## config.mk

```make
export PLATFORM = sky130hd
export DESIGN_NAME = gini_decision_stump_trainer_flat
export DESIGN_NICKNAME = d
export VERILOG_FILES = /design/src/design/gdst_pkg.sv /design/src/design/gdst_stream_if.sv /design/src/design/gdst_mul.sv /design/src/design/gdst_stats.sv /design/src/design/gini_decision_stump_trainer.sv /design/src/flat_wrapper.sv
export VERILOG_INCLUDE_DIRS = /design/src /design/src/design
export SDC_FILE = /design/constraint.sdc
export NUM_CORES = 1
export LEC_CHECK = 0
export BUFFER_PORTS_ARGS = -buffer_cell sky130_fd_sc_hd__buf_2
export CORE_MARGIN = 2
export CORE_UTILIZATION = 55
export CTS_BUF_LIST = sky130_fd_sc_hd__clkbuf_4
export DETAILED_ROUTE_END_ITERATION = 12
export HOLD_SLACK_MARGIN = 0.15
export PLACE_DENSITY = 0.76
export SYNTH_ARGS = -nofsm -noshare
export SYNTH_HDL_FRONTEND = slang
export SYNTH_SLANG_ARGS = --single-unit
```

## constraint.sdc

```tcl
create_clock -name clock -period 11.73 [get_ports clock]
set_input_delay 1.173 -clock clock [delete_from_list [all_inputs] [get_ports clock]]
set_output_delay 1.173 -clock clock [all_outputs]
set_load 0.005 [all_outputs]
```

## src/design/gini_decision_stump_trainer_assert.svh

```systemverilog
// -----------------------------------------------------------------------------
// Assertion macros for the decision stump trainer
// Concurrent assertion wrappers, compiled out when SYNTH is defined.
// -----------------------------------------------------------------------------
`ifndef GINI_DECISION_STUMP_TRAINER_ASSERT_SVH
`define GINI_DECISION_STUMP_TRAINER_ASSERT_SVH

`ifndef SYNTH

// antecedent implies consequent in the same cycle
`define GDST_ASSERT_NOW(lbl, clk, rst, ante, cons) \
   lbl: assert property (@(posedge clk) disable iff (rst) (ante) |-> (cons)) \
      else $error("assertion failed: same-cycle check");

// antecedent implies consequent in the next cycle
`define GDST_ASSERT_NEXT(lbl, clk, rst, ante, cons) \
   lbl: assert property (@(posedge clk) disable iff (rst) (ante) |=> (cons)) \
      else $error("assertion failed: next-cycle check");

`else

`define GDST_ASSERT_NOW(lbl, clk, rst, ante, cons)
`define GDST_ASSERT_NEXT(lbl, clk, rst, ante, cons)

`endif

`endif

```

## src/design/gdst_pkg.sv

```systemverilog
// -----------------------------------------------------------------------------
// gdst_pkg
// Shared types and default constants of the decision stump trainer.
// -----------------------------------------------------------------------------
package gdst_pkg;

   localparam int DEF_MAX_SAMPLES  = 65536;
   localparam int DEF_MAX_FEATURES = 256;
   localparam int DEF_VALUE_BITS   = 32;

   // fixed field widths of the channels
   localparam int VALUE_WIDTH   = 32;
   localparam int FEATURE_WIDTH = 8;

   typedef struct packed {
      logic signed [VALUE_WIDTH-1:0] feature_value;
      logic                          sample_label;
      logic                          first_of_feature;
      logic                          last_of_feature;
      logic                          last_of_set;
   } req_payload_type;

   typedef struct packed {
      logic [FEATURE_WIDTH-1:0]      split_feature;
      logic signed [VALUE_WIDTH-1:0] split_threshold;
      logic                          majority_label;
      logic                          split_found;
   } rsp_payload_type;

   // multiplier status seen by the sequencer
   typedef struct packed {
      logic busy;
      logic done;
   } mul_status_type;

endpackage

```

## src/design/gdst_stream_if.sv

```systemverilog
// -----------------------------------------------------------------------------
// gdst_stream_if
// Valid/ready stream channel carrying one payload per beat.
// -----------------------------------------------------------------------------
interface gdst_stream_if #(
   parameter type payload_type = logic
) ();
   logic        valid;
   logic        ready;
   payload_type payload;

   modport source (output valid, output payload, input ready);
   modport sink   (input valid, input payload, output ready);
endinterface

```

## src/design/gdst_mul.sv

```systemverilog
// -----------------------------------------------------------------------------
// gdst_mul
// Shared radix-2 shift-add multiplier, one partial product per cycle.
// -----------------------------------------------------------------------------
module gdst_mul import gdst_pkg::*; #(
   parameter int W = 34
) (
   input  logic             clock,
   input  logic             reset,
   input  logic             start,
   input  logic [W-1:0]     a_in,
   input  logic [W-1:0]     b_in,
   output mul_status_type   status,
   output logic [2*W-1:0]   product
);
   localparam int IW = $clog2(W + 1);

   logic [W-1:0]  a_ff;
   logic [W-1:0]  hi_ff;
   logic [W-1:0]  lo_ff;
   logic [IW-1:0] cnt_ff;
   logic          busy_ff;
   logic          done_ff;
   logic [W:0]    sum;

   assign sum = {1'b0, hi_ff} + (lo_ff[0] ? {1'b0, a_ff} : '0);

   always_ff @(posedge clock) begin
      if (reset) begin
         busy_ff <= 1'b0;
         done_ff <= 1'b0;
         cnt_ff  <= '0;
      end else if (start) begin
         a_ff    <= a_in;
         hi_ff   <= '0;
         lo_ff   <= b_in;
         cnt_ff  <= IW'(W);
         busy_ff <= 1'b1;
         done_ff <= 1'b0;
      end else if (busy_ff) begin
         hi_ff  <= sum[W:1];
         lo_ff  <= {sum[0], lo_ff[W-1:1]};
         cnt_ff <= cnt_ff - 1'b1;
         if (cnt_ff == IW'(1)) begin
            busy_ff <= 1'b0;
            done_ff <= 1'b1;
         end
      end else begin
         done_ff <= 1'b0;
      end
   end

   assign status.busy = busy_ff;
   assign status.done = done_ff;
   assign product     = {hi_ff, lo_ff};

`include "gini_decision_stump_trainer_assert.svh"

   `GDST_ASSERT_NOW(a_start_idle, clock, reset, start, !busy_ff)
   `GDST_ASSERT_NEXT(a_start_busy, clock, reset, start, busy_ff && !done_ff)
   `GDST_ASSERT_NOW(a_done_idle, clock, reset, done_ff, !busy_ff)

endmodule

```

## src/design/gdst_stats.sv

```systemverilog
// -----------------------------------------------------------------------------
// gdst_stats
// Per-pass threshold and saturating sample, positive and left-side counters.
// -----------------------------------------------------------------------------
module gdst_stats import gdst_pkg::*; #(
   parameter int MAX_SAMPLES = DEF_MAX_SAMPLES,
   parameter int VALUE_BITS  = DEF_VALUE_BITS,
   parameter int CW          = $clog2(MAX_SAMPLES + 1)
) (
   input  logic                         clock,
   input  logic                         reset,
   input  logic                         beat,
   input  logic                         clear,
   input  req_payload_type              payload,
   output logic signed [VALUE_BITS-1:0] threshold,
   output logic [CW-1:0]                left_pos,
   output logic [CW-1:0]                left,
   output logic [CW-1:0]                samples,
   output logic [CW-1:0]                positives
);
   logic signed [VALUE_BITS-1:0] thr_ff, thr_in, value;
   logic [CW-1:0] lpos_ff, lpos_in, left_ff, left_in;
   logic [CW-1:0] smp_ff, smp_in, pos_ff, pos_in;
   logic [CW-1:0] lpos_b, left_b, smp_b, pos_b;

   function automatic logic [CW-1:0] sat_inc(input logic [CW-1:0] c);
      return (c < CW'(MAX_SAMPLES)) ? c + 1'b1 : c;
   endfunction

   assign value = payload.feature_value[VALUE_BITS-1:0];

   always_comb begin
      thr_in = payload.first_of_feature ? value : thr_ff;
      lpos_b = payload.first_of_feature ? '0 : lpos_ff;
      left_b = payload.first_of_feature ? '0 : left_ff;
      smp_b  = payload.first_of_feature ? '0 : smp_ff;
      pos_b  = payload.first_of_feature ? '0 : pos_ff;
      smp_in  = sat_inc(smp_b);
      pos_in  = payload.sample_label ? sat_inc(pos_b) : pos_b;
      left_in = left_b;
      lpos_in = lpos_b;
      if (value <= thr_in) begin
         left_in = sat_inc(left_b);
         if (payload.sample_label) begin
            lpos_in = sat_inc(lpos_b);
         end
      end
   end

   always_ff @(posedge clock) begin
      if (reset || clear) begin
         thr_ff  <= '0;
         lpos_ff <= '0;
         left_ff <= '0;
         smp_ff  <= '0;
         pos_ff  <= '0;
      end else if (beat) begin
         thr_ff  <= thr_in;
         lpos_ff <= lpos_in;
         left_ff <= left_in;
         smp_ff  <= smp_in;
         pos_ff  <= pos_in;
      end
   end

   assign threshold = thr_ff;
   assign left_pos  = lpos_ff;
   assign left      = left_ff;
   assign samples   = smp_ff;
   assign positives = pos_ff;

`include "gini_decision_stump_trainer_assert.svh"

   `GDST_ASSERT_NOW(a_lpos_le_left, clock, reset, 1'b1, lpos_ff <= left_ff)
   `GDST_ASSERT_NOW(a_left_le_smp, clock, reset, 1'b1, left_ff <= smp_ff)
   `GDST_ASSERT_NOW(a_pos_le_smp, clock, reset, 1'b1, pos_ff <= smp_ff)

endmodule

```

## src/design/gini_decision_stump_trainer.sv

```systemverilog
// -----------------------------------------------------------------------------
// gini_decision_stump_trainer
// Streams a feature-major sample set and picks the best Gini decision stump.
// -----------------------------------------------------------------------------
// Samples arrive feature by feature, one beat per sample, and each beat
// updates the pass counters: the first value of a pass is the threshold, and
// the block tallies samples at or below it and the positives among them. A
// beat flagged last_of_feature (or last_of_set) closes the pass and starts
// scoring, during which req_stream.ready is low. Scoring runs one shared
// shift-add multiplier of 2*CW bits (CW = clog2(MAX_SAMPLES+1), 17 by default)
// one partial product per cycle. A pass with an empty left side, or with all
// samples on the left, is skipped; a valid pass multiplies the numerator and
// the denominator, and later valid passes add two cross-multiplications. After
// a beat with last_of_set the result is loaded in state EMIT into an output
// register, where it waits; the next set may start streaming while it
// is still held. Scores 2*l1*l0 / lt^2 are compared exactly by
// cross-multiplication, a strictly lower score wins. The majority label uses
// the counts of the last pass. No clearing pass is needed after reset.
// -----------------------------------------------------------------------------
module gini_decision_stump_trainer import gdst_pkg::*; #(
   parameter int MAX_SAMPLES  = DEF_MAX_SAMPLES,
   parameter int MAX_FEATURES = DEF_MAX_FEATURES,
   parameter int VALUE_BITS   = DEF_VALUE_BITS
) (
   input  logic          clock,
   input  logic          reset,
   gdst_stream_if.sink   req_stream,
   gdst_stream_if.source rsp_stream
);
   // count width, product operand width, feature counter width
   localparam int CW = $clog2(MAX_SAMPLES + 1);
   localparam int PW = 2 * CW;
   localparam int FW = (MAX_FEATURES > 1) ? $clog2(MAX_FEATURES) : 1;

   typedef enum logic [2:0] {
      IDLE,
      CHECK,
      MUL_NUM,
      MUL_DEN,
      MUL_CROSS_A,
      MUL_CROSS_B,
      FINISH,
      EMIT
   } state_type;

   state_type state_ff;

   req_payload_type req_pl;
   logic            req_beat;

   // pass statistics
   logic signed [VALUE_BITS-1:0] threshold;
   logic [CW-1:0] left_pos, left, samples, positives;
   logic          stats_clear;

   // shared multiplier
   mul_status_type  mul_stat;
   logic            mul_start;
   logic [PW-1:0]   mul_a, mul_b;
   logic [2*PW-1:0] product;

   // scoring and best-so-far
   logic                         last_set_ff;
   logic [PW-1:0]                num_ff, den_ff;
   logic [2*PW-1:0]              cross_a_ff;
   logic [PW-1:0]                best_num_ff, best_den_ff;
   logic [FW-1:0]                best_feat_ff, feat_cnt_ff;
   logic signed [VALUE_BITS-1:0] best_thr_ff;
   logic                         have_best_ff;
   logic                         skip;
   logic                         take_best;
   logic [PW-1:0]                den_now;
   logic [FW-1:0]                feat_next;
   logic                         out_free;

   // result register
   logic            rsp_valid_ff;
   rsp_payload_type rsp_pl_ff;

   assign req_pl            = req_stream.payload;
   assign req_stream.ready  = (state_ff == IDLE);
   assign req_beat          = req_stream.valid && req_stream.ready;
   assign rsp_stream.valid  = rsp_valid_ff;
   assign rsp_stream.payload = rsp_pl_ff;

   assign out_free    = !rsp_valid_ff || rsp_stream.ready;
   assign stats_clear = (state_ff == EMIT) && out_free;

   gdst_stats #(
      .MAX_SAMPLES (MAX_SAMPLES),
      .VALUE_BITS  (VALUE_BITS),
      .CW          (CW)
   ) u_stats (
      .clock     (clock),
      .reset     (reset),
      .beat      (req_beat),
      .clear     (stats_clear),
      .payload   (req_pl),
      .threshold (threshold),
      .left_pos  (left_pos),
      .left      (left),
      .samples   (samples),
      .positives (positives)
   );

   gdst_mul #(
      .W (PW)
   ) u_mul (
      .clock   (clock),
      .reset   (reset),
      .start   (mul_start),
      .a_in    (mul_a),
      .b_in    (mul_b),
      .status  (mul_stat),
      .product (product)
   );

   // operand select per multiply step
   always_comb begin
      mul_a = '0;
      mul_b = '0;
      case (state_ff)
         MUL_NUM: begin
            mul_a = PW'(left_pos);
            mul_b = PW'(left - left_pos);
         end
         MUL_DEN: begin
            mul_a = PW'(left);
            mul_b = PW'(left);
         end
         MUL_CROSS_A: begin
            mul_a = num_ff;
            mul_b = best_den_ff;
         end
         MUL_CROSS_B: begin
            mul_a = best_num_ff;
            mul_b = den_ff;
         end
         default: begin
            mul_a = '0;
            mul_b = '0;
         end
      endcase
   end

   // kick the multiplier once on entry to each multiply state
   assign mul_start = ((state_ff == MUL_NUM) || (state_ff == MUL_DEN) ||
                       (state_ff == MUL_CROSS_A) || (state_ff == MUL_CROSS_B)) &&
                      !mul_stat.busy && !mul_stat.done;

   assign skip    = (left == '0) || (left >= samples);
   assign den_now = (state_ff == MUL_DEN) ? product[PW-1:0] : den_ff;

   // first valid pass wins outright, later ones need a strictly lower score
   assign take_best = mul_stat.done &&
                      (((state_ff == MUL_DEN) && !have_best_ff) ||
                       ((state_ff == MUL_CROSS_B) && (cross_a_ff < product)));

   assign feat_next = (feat_cnt_ff == FW'(MAX_FEATURES - 1)) ? '0 : feat_cnt_ff + 1'b1;

   always_ff @(posedge clock) begin
      if (reset) begin
         state_ff     <= IDLE;
         last_set_ff  <= 1'b0;
         have_best_ff <= 1'b0;
         feat_cnt_ff  <= '0;
         best_feat_ff <= '0;
         best_thr_ff  <= '0;
         best_num_ff  <= '0;
         best_den_ff  <= '0;
         rsp_valid_ff <= 1'b0;
      end else begin
         // EMIT reloads the result register on its own
         if (rsp_valid_ff && rsp_stream.ready && (state_ff != EMIT)) begin
            rsp_valid_ff <= 1'b0;
         end

         if (take_best) begin
            have_best_ff <= 1'b1;
            best_num_ff  <= num_ff;
            best_den_ff  <= den_now;
            best_feat_ff <= feat_cnt_ff;
            best_thr_ff  <= threshold;
         end

         case (state_ff)
            IDLE: begin
               if (req_beat && (req_pl.last_of_feature || req_pl.last_of_set)) begin
                  last_set_ff <= req_pl.last_of_set;
                  state_ff    <= CHECK;
               end
            end
            CHECK: begin
               state_ff <= skip ? FINISH : MUL_NUM;
            end
            MUL_NUM: begin
               if (mul_stat.done) begin
                  num_ff   <= {product[PW-2:0], 1'b0};
                  state_ff <= MUL_DEN;
               end
            end
            MUL_DEN: begin
               if (mul_stat.done) begin
                  den_ff   <= product[PW-1:0];
                  state_ff <= have_best_ff ? MUL_CROSS_A : FINISH;
               end
            end
            MUL_CROSS_A: begin
               if (mul_stat.done) begin
                  cross_a_ff <= product;
                  state_ff   <= MUL_CROSS_B;
               end
            end
            MUL_CROSS_B: begin
               if (mul_stat.done) begin
                  state_ff <= FINISH;
               end
            end
            FINISH: begin
               feat_cnt_ff <= feat_next;
               state_ff    <= last_set_ff ? EMIT : IDLE;
            end
            EMIT: begin
               if (out_free) begin
                  rsp_valid_ff <= 1'b1;
                  rsp_pl_ff.split_feature   <= have_best_ff ? FEATURE_WIDTH'(best_feat_ff)
                                                            : '0;
                  rsp_pl_ff.split_threshold <= have_best_ff ? VALUE_WIDTH'(best_thr_ff)
                                                            : '0;
                  rsp_pl_ff.majority_label  <= (positives > (samples >> 1));
                  rsp_pl_ff.split_found     <= have_best_ff;
                  // back to the reset state for the next set
                  have_best_ff <= 1'b0;
                  feat_cnt_ff  <= '0;
                  best_feat_ff <= '0;
                  best_thr_ff  <= '0;
                  best_num_ff  <= '0;
                  best_den_ff  <= '0;
                  last_set_ff  <= 1'b0;
                  state_ff     <= IDLE;
               end
            end
            default: begin
               state_ff <= IDLE;
            end
         endcase
      end
   end

`include "gini_decision_stump_trainer_assert.svh"

   `GDST_ASSERT_NOW(a_ready_mul_idle, clock, reset, req_stream.ready, !mul_stat.busy)
   `GDST_ASSERT_NEXT(a_take_sets_best, clock, reset, take_best, have_best_ff)
   `GDST_ASSERT_NOW(a_emit_clears, clock, reset, $rose(rsp_valid_ff),
                    !have_best_ff && (feat_cnt_ff == '0))

endmodule
```

## src/flat_wrapper.sv

```systemverilog
// flat-port wrapper written by rule: the top's interface ports become plain ports
module gini_decision_stump_trainer_flat import gdst_pkg::*;
#(
   parameter int MAX_SAMPLES  = DEF_MAX_SAMPLES,
   parameter int MAX_FEATURES = DEF_MAX_FEATURES,
   parameter int VALUE_BITS   = DEF_VALUE_BITS
)
  (clock, reset, req_stream_valid, req_stream_payload, req_stream_ready, rsp_stream_valid, rsp_stream_payload, rsp_stream_ready);
  gdst_stream_if req_stream_i ();
  gdst_stream_if rsp_stream_i ();
  input  logic clock;
  input  logic reset;
  input wire logic [$bits(req_stream_i.valid)-1:0] req_stream_valid;
  input wire logic [$bits(req_stream_i.payload)-1:0] req_stream_payload;
  output wire logic [$bits(req_stream_i.ready)-1:0] req_stream_ready;
  output wire logic [$bits(rsp_stream_i.valid)-1:0] rsp_stream_valid;
  output wire logic [$bits(rsp_stream_i.payload)-1:0] rsp_stream_payload;
  input wire logic [$bits(rsp_stream_i.ready)-1:0] rsp_stream_ready;
  assign req_stream_i.valid = req_stream_valid;
  assign req_stream_i.payload = req_stream_payload;
  assign req_stream_ready = req_stream_i.ready;
  assign rsp_stream_valid = rsp_stream_i.valid;
  assign rsp_stream_payload = rsp_stream_i.payload;
  assign rsp_stream_i.ready = rsp_stream_ready;
  gini_decision_stump_trainer #(.MAX_SAMPLES(MAX_SAMPLES), .MAX_FEATURES(MAX_FEATURES), .VALUE_BITS(VALUE_BITS)) u_core (.clock(clock), .reset(reset), .req_stream(req_stream_i), .rsp_stream(rsp_stream_i));
endmodule
```

Word-level counts from Yosys, hierarchy flattened
Cells that the tools add are included.
W data, S select, Z words.
- eq/ne operators: 15
- reduce and logical (&&, ||, !) cells: 38
- $lt $le $gt $ge: 4
- add/sub/neg operators: 4
- muxes and demuxes: 37
- bitwise logic cells: 2
- operators with widths (kind ; number):
    $mux W34 ; 11
    $pmux W34 S3 ; 2
    $lt A68 B68 Y1 ; 1
    $add A34 B35 Y35 ; 1
    $add A17 B1 Y17 const B ; 2
    $lt A17 B17 Y1 const B ; 2
    $mux W3 ; 8
    $pmux W3 S8 ; 1
    $ge A17 B17 Y1 ; 1
    $logic_not A17 Y1 ; 1
    $reduce_and A3 Y1 ; 5
    $eq A3 B3 Y1 const B ; 4
    $mux W6 ; 2
    $mux W1 ; 11
    $logic_and A1 B1 Y1 ; 10
    $ne A2 B2 Y1 const B ; 5
    $reduce_and A2 Y1 ; 4
    $logic_or A1 B1 Y1 ; 7
    $eq A3 B2 Y1 const B ; 2
    $eq A6 B1 Y1 const B ; 1
    $reduce_and A6 Y1 ; 1
    $sub A6 B1 Y6 const B ; 1
    $logic_not A1 Y1 ; 4
    $reduce_bool A2 Y1 ; 2
    9 further kinds ; 11
- register bits: 354
- output and inout bits: 3
- input port bits: 5

Depth between registers and ports, before layout
- depth after elaboration: 8
- gate-level depth with buffers: 13
- depth with buffers taken out: 12

By module
Synthesis repeated with hierarchy kept, for this count alone.
- cell total of the unflattened synthesis: 2384
- area, all modules: 23344.9 um2
- by module, submodules not included (module ; seq. area each (um2) ; area an instance (um2) ; times used ; cells an instance):
    gini_decision_stump_trainer ; 5565.3 ; 11372.2 ; 1 ; 1112
    gdst_mul ; 3223.1 ; 6197.2 ; 1 ; 541
    gdst_stats ; 2001.9 ; 5775.5 ; 1 ; 731

Least setup slack after synthesis
No wires, ideal clock.
- path type: input port to flip-flop
- start point: in reset
- end point: reg u_core.cross_a_ff[0], enable pin
- library setup time: 0.662 ns
- stages: 3
- slack: 3.109 ns
- arrival time: 7.959 ns
- path through: clkbuf_1 nand2b_1 nor4_1
- word-level cells in the longest chain between the ends: 2
- ends and longest elaborated chain (element ; line ; text):
    start: declaration ; flat_wrapper.sv:12 ; input logic reset;
    $not A1 Y1 (no line) ; - ;
    $reduce_and A3 Y1 (no line) ; - ;
    end signal: assignment ; gini_decision_stump_trainer.sv:210 ; cross_a_ff <= product;
    end: declaration ; gini_decision_stump_trainer.sv:65 ; logic [2*PW-1:0] cross_a_ff;
No other way between the ends.
A chain may end at the register's enable or synchronous reset.

Worst setup path after layout
- start point: reg u_core.u_mul.lo_ff[25]
- end point: reg u_core.best_num_ff[6]
- word-level cells in the longest chain between the ends: 7
- ends and longest elaborated chain (element ; line ; text):
    start: declaration ; gdst_mul.sv:20 ; logic [W-1:0] lo_ff;
    start signal: assignment ; gdst_mul.sv:36 ; lo_ff <= b_in;
    start signal: assignment ; gdst_mul.sv:42 ; lo_ff <= {sum[0], lo_ff[W-1:1]};
    $lt A68 B68 Y1 (*) ; gini_decision_stump_trainer.sv:157 ; ((state_ff == MUL_CROSS_B) && (cross_a_ff < product)));
    $logic_and A1 B1 Y1 (*) ; gini_decision_stump_trainer.sv:157 ;
    $logic_or A1 B1 Y1 (*) ; gini_decision_stump_trainer.sv:156 ; (((state_ff == MUL_DEN) && !have_best_ff) ||
    $logic_and A1 B1 Y1 (*) ; gini_decision_stump_trainer.sv:155 ; assign take_best = mul_stat.done &&
    $mux W34 (*) ; gini_decision_stump_trainer.sv:178 ; if (take_best) begin
    $mux W34 ; gini_decision_stump_trainer.sv:224 ; if (out_free) begin
    $mux W34 (*) ; gini_decision_stump_trainer.sv:186 ; case (state_ff)
    end signal: assignment ; gini_decision_stump_trainer.sv:180 ; best_num_ff <= num_ff;
    end: declaration ; gini_decision_stump_trainer.sv:66 ; logic [PW-1:0] best_num_ff, best_den_ff;
Every way passes the cells marked *; elsewhere a longest branch is shown, timed or not.

==> run_results.csv <==
group,metric,value,unit
timing,finalSetupViolCount,0,
timing,fin_worst_skew,0.0520,ns
setup_path,worstSetupEndpointType,"register",
timing,timing_hold_violations_final,0,
clock_network,clockBufferDepth,3,
finish,utilization,60.9,%
synthesis,ys_seq_elements,354,
finish,nNetsFinal,1731,
run,drv_cap,0,
detailed_routing,drc,0,
timing,holdWs,0.453,ns
floorplan,ios,8,
floorplan,die_y,182,um
setup_path,cp_cell_sequence,"inv_1 -> ha_1 -> a21o_1 -> a21o_1 -> a221oi_1 -> nand2b_1 -> o31a_1 -> o41ai_4 -> buf_4 -> buf_4 -> mux2i_1 -> nor2_1",
clock_network,htree_levels,3,
clock_network,clockRootBuffer,"clkbuf_4",
outcome,outcome,"completed",
synthesis,synth_top_family_by_area,"compound AO/OA/AOI/OAI gates",
global_routing,grt_pass1_vias,12344,
detailed_routing,wl_per_cell,18.3,um
floorplan,core,31400,um^2
clock_network,clock_latency,0.73,ns
finish,layout-drive-gt1-share,14.0,%
clock_network,path_clk_slew,0.07,ns
synthesis,yosys.area_share.simple,11.2,%
synthesis,synth_fp_nets,1686,
synthesis,synth_area,17500,um^2
synthesis,synthFlopType,"edfxtp_1",
power_and_ir_drop,vdd.ir_drop.worst,0.142,mV
global_routing,overflow,0,
setup_path,cp_slowest_stage_delay,0.79,ns
global_routing,grtUsageTotal,23.2,%
setup_path,start_kind,"register",
setup_path,path_class,"reg -> reg",
synthesis,synthAdderAreaFrac,9.14,%
timing,finalSetupTns,0,ns
clock_network,postCtsSetupRepairBufs,0,
setup_path,cp_slowest_cell,"buf_4",
timing,rsz0062_at_grt,"no",
place,io_buffer_count,7,
floorplan,die_x,182,um
detailed_routing,drt_iter0_markers,1126,
floorplan,dieArea,33200,um^2
clock_network,cts.sinks,354,
synthesis,synth-compound-area-share,13.7,%
synthesis,syn_inst,1554,
timing,max_slew_margin,30.7,%
detailed_routing,routed_wirelength,38000,um
synthesis,synthDistinctLibCells,61,
global_routing,grt_max_degree,69,
detailed_routing,firstDrtPassIters,7,
timing,period_share,35.3,%
clock_network,cts_resized,0,
setup_path,crit_path_max_fanout,64,
synthesis,yosys.area_share.xor_xnor,2.61,%
synthesis,synth.area.mux_share,5.03,%
finish,mostFrequentLayoutCells,"238 x edfxtp_1, 193 x nor2_1, 146 x clkbuf_4",
floorplan,num_rows,65,
global_routing,grt_first_pass_wirelength,61700,um
finish,syn2layout_area_growth,9.37,%
clock_network,holdBufCountCts,0,
setup_path,cp.required,12.28,ns
timing,clock.fmax,241,MHz
timing,maxSlewViolCount,0,
place,dpl.hpwl,23900,um
synthesis,async_flop_share,0,%
floorplan,initial_core_util,55.7,%
synthesis,avgSynthCellArea,11.2,um^2
power_and_ir_drop,total_leakage_power,6.92,nW
power_and_ir_drop,power_density,203,nW/um^2
synthesis,synth-edff-count,238,
timing,finalCriticalPeriod,4.15,ns
setup_path,crit_arrival,4.70,ns
min_path,hold_path.class,"reg -> reg",
timing,max_slew.worst_pin.slew,1.04,ns
clock_network,tritoncts,"done",
power_and_ir_drop,p_total,0.00387,W
detailed_routing,ant_nets,0,
detailed_routing,vias,12293,
finish,layout_commonest_cell,"edfxtp_1",
synthesis,yosysSeqAreaShare,54.2,%
clock_network,cts-buffers-inserted,91,
detailed_routing,via_per_inst,5.92,
place,place.gp.congestion,0.888,
global_routing,antenna_found_initial,1,
synthesis,yosys_warnings,0,
[area by class of cell]
type / count / area (um^2)
Antenna cell: 1 / 2.50
Clock buffer: 146 / 1100
Clock inverter: 23 / 134
Fill cell: 2461 / 12300
Inverter: 100 / 375
Multi-Input combinational cell: 1026 / 7350
Sequential cell: 354 / 9470
Tap cell: 402 / 503
Timing Repair Buffer: 26 / 178
[worst max-delay path: cells and delay by family, from the launching register on]
kind	cells	cell delay, ns
buffers and inverters	3	1.41
AND/OR/NAND/NOR	2	0.17
flip-flops	1	0.44
AO/OA/AOI/OAI	5	1.36
adder cells (fa/ha/maj)	1	0.25
multiplexers	1	0.31
[flip-flops by register name, summed over array words and instances, names as in the netlist, 33 cells and up]
signal / count
u_core.num_ff: 33
u_core.den_ff: 34
u_core.u_mul.lo_ff: 34
u_core.u_mul.hi_ff: 34
u_core.u_mul.a_ff: 34
u_core.best_den_ff: 34
u_core.best_num_ff: 34
u_core.cross_a_ff: 68
[per-layer routing]
layer  global-route usage [%]  vias up  wire length (um)
li1                         -     5894                 -
met1                     29.5     5942             16600
met2                     39.0      394             18200
met3                     4.39       63              2270
met4                     9.55        0               895
met5                        0        -                 0
[cell families after synthesis]
family                   count (synthesis)
AND/OR/NAND/NOR                        417
flip-flops                             354
AO/OA/AOI/OAI                          344
buffers and inverters                  174
adder cells (fa/ha/maj)                127
multiplexers                            86
XOR/XNOR                                52
[path summary, 6_finish.rpt]
kind / to / startpoint / cells past startpoint / slack [ns]
worst max-delay path: u_core.best_num_ff[6] / u_core.u_mul.lo_ff[25] / 12 / 7.58
worst min register to register: u_core.cross_a_ff[65] / u_core.u_mul.hi_ff[31] / 0 / 0.45
worst max register to register: u_core.best_num_ff[6] / u_core.u_mul.lo_ff[25] / 12 / 7.58
worst min-delay path: u_core.cross_a_ff[65] / u_core.u_mul.hi_ff[31] / 0 / 0.45
[power by group]
group          internal, W  switching [W]  leakage (nW)
Clock             0.000587       0.000503         0.728
Combinational     0.000417       0.000676          3.09
Sequential         0.00157       0.000120          3.10
Total              0.00257        0.00130          6.92
[Yosys cell counts, types with 12 or more instances]
library cell / count / area [um^2]
edfxtp_1: 238 / 7150
nor2_1: 197 / 739
ha_1: 126 / 1580
dfxtp_1: 116 / 2320
inv_1: 99 / 372
a21oi_1: 73 / 365
mux2i_1: 71 / 711
nand2_1: 64 / 240
a22oi_1: 52 / 390
clkbuf_1: 52 / 195
o21ai_0: 52 / 260
and2_1: 36 / 225
o22ai_1: 34 / 213
xnor2_1: 32 / 280
nor3_1: 25 / 125
a21o_1: 24 / 180
a211oi_1: 22 / 165
a211oi_2: 20 / 250
nand4_1: 20 / 125
xor2_1: 20 / 175
a222oi_1: 17 / 170
mux2_2: 15 / 169
nand3_1: 13 / 65.1
nand2b_1: 12 / 75.1
[per-stage QoR]
stage               instance area [um^2]  cells  setup slack [ns]
floorplan                          17500   1554              3.11
global placement                   17900   1908              7.77
detailed placement                 17900   1908              7.64
CTS                                19100   2077              7.59
global route                       19100   2078              7.38
finish                             19100   2078              7.58
(Power assumes the default switching activity.)
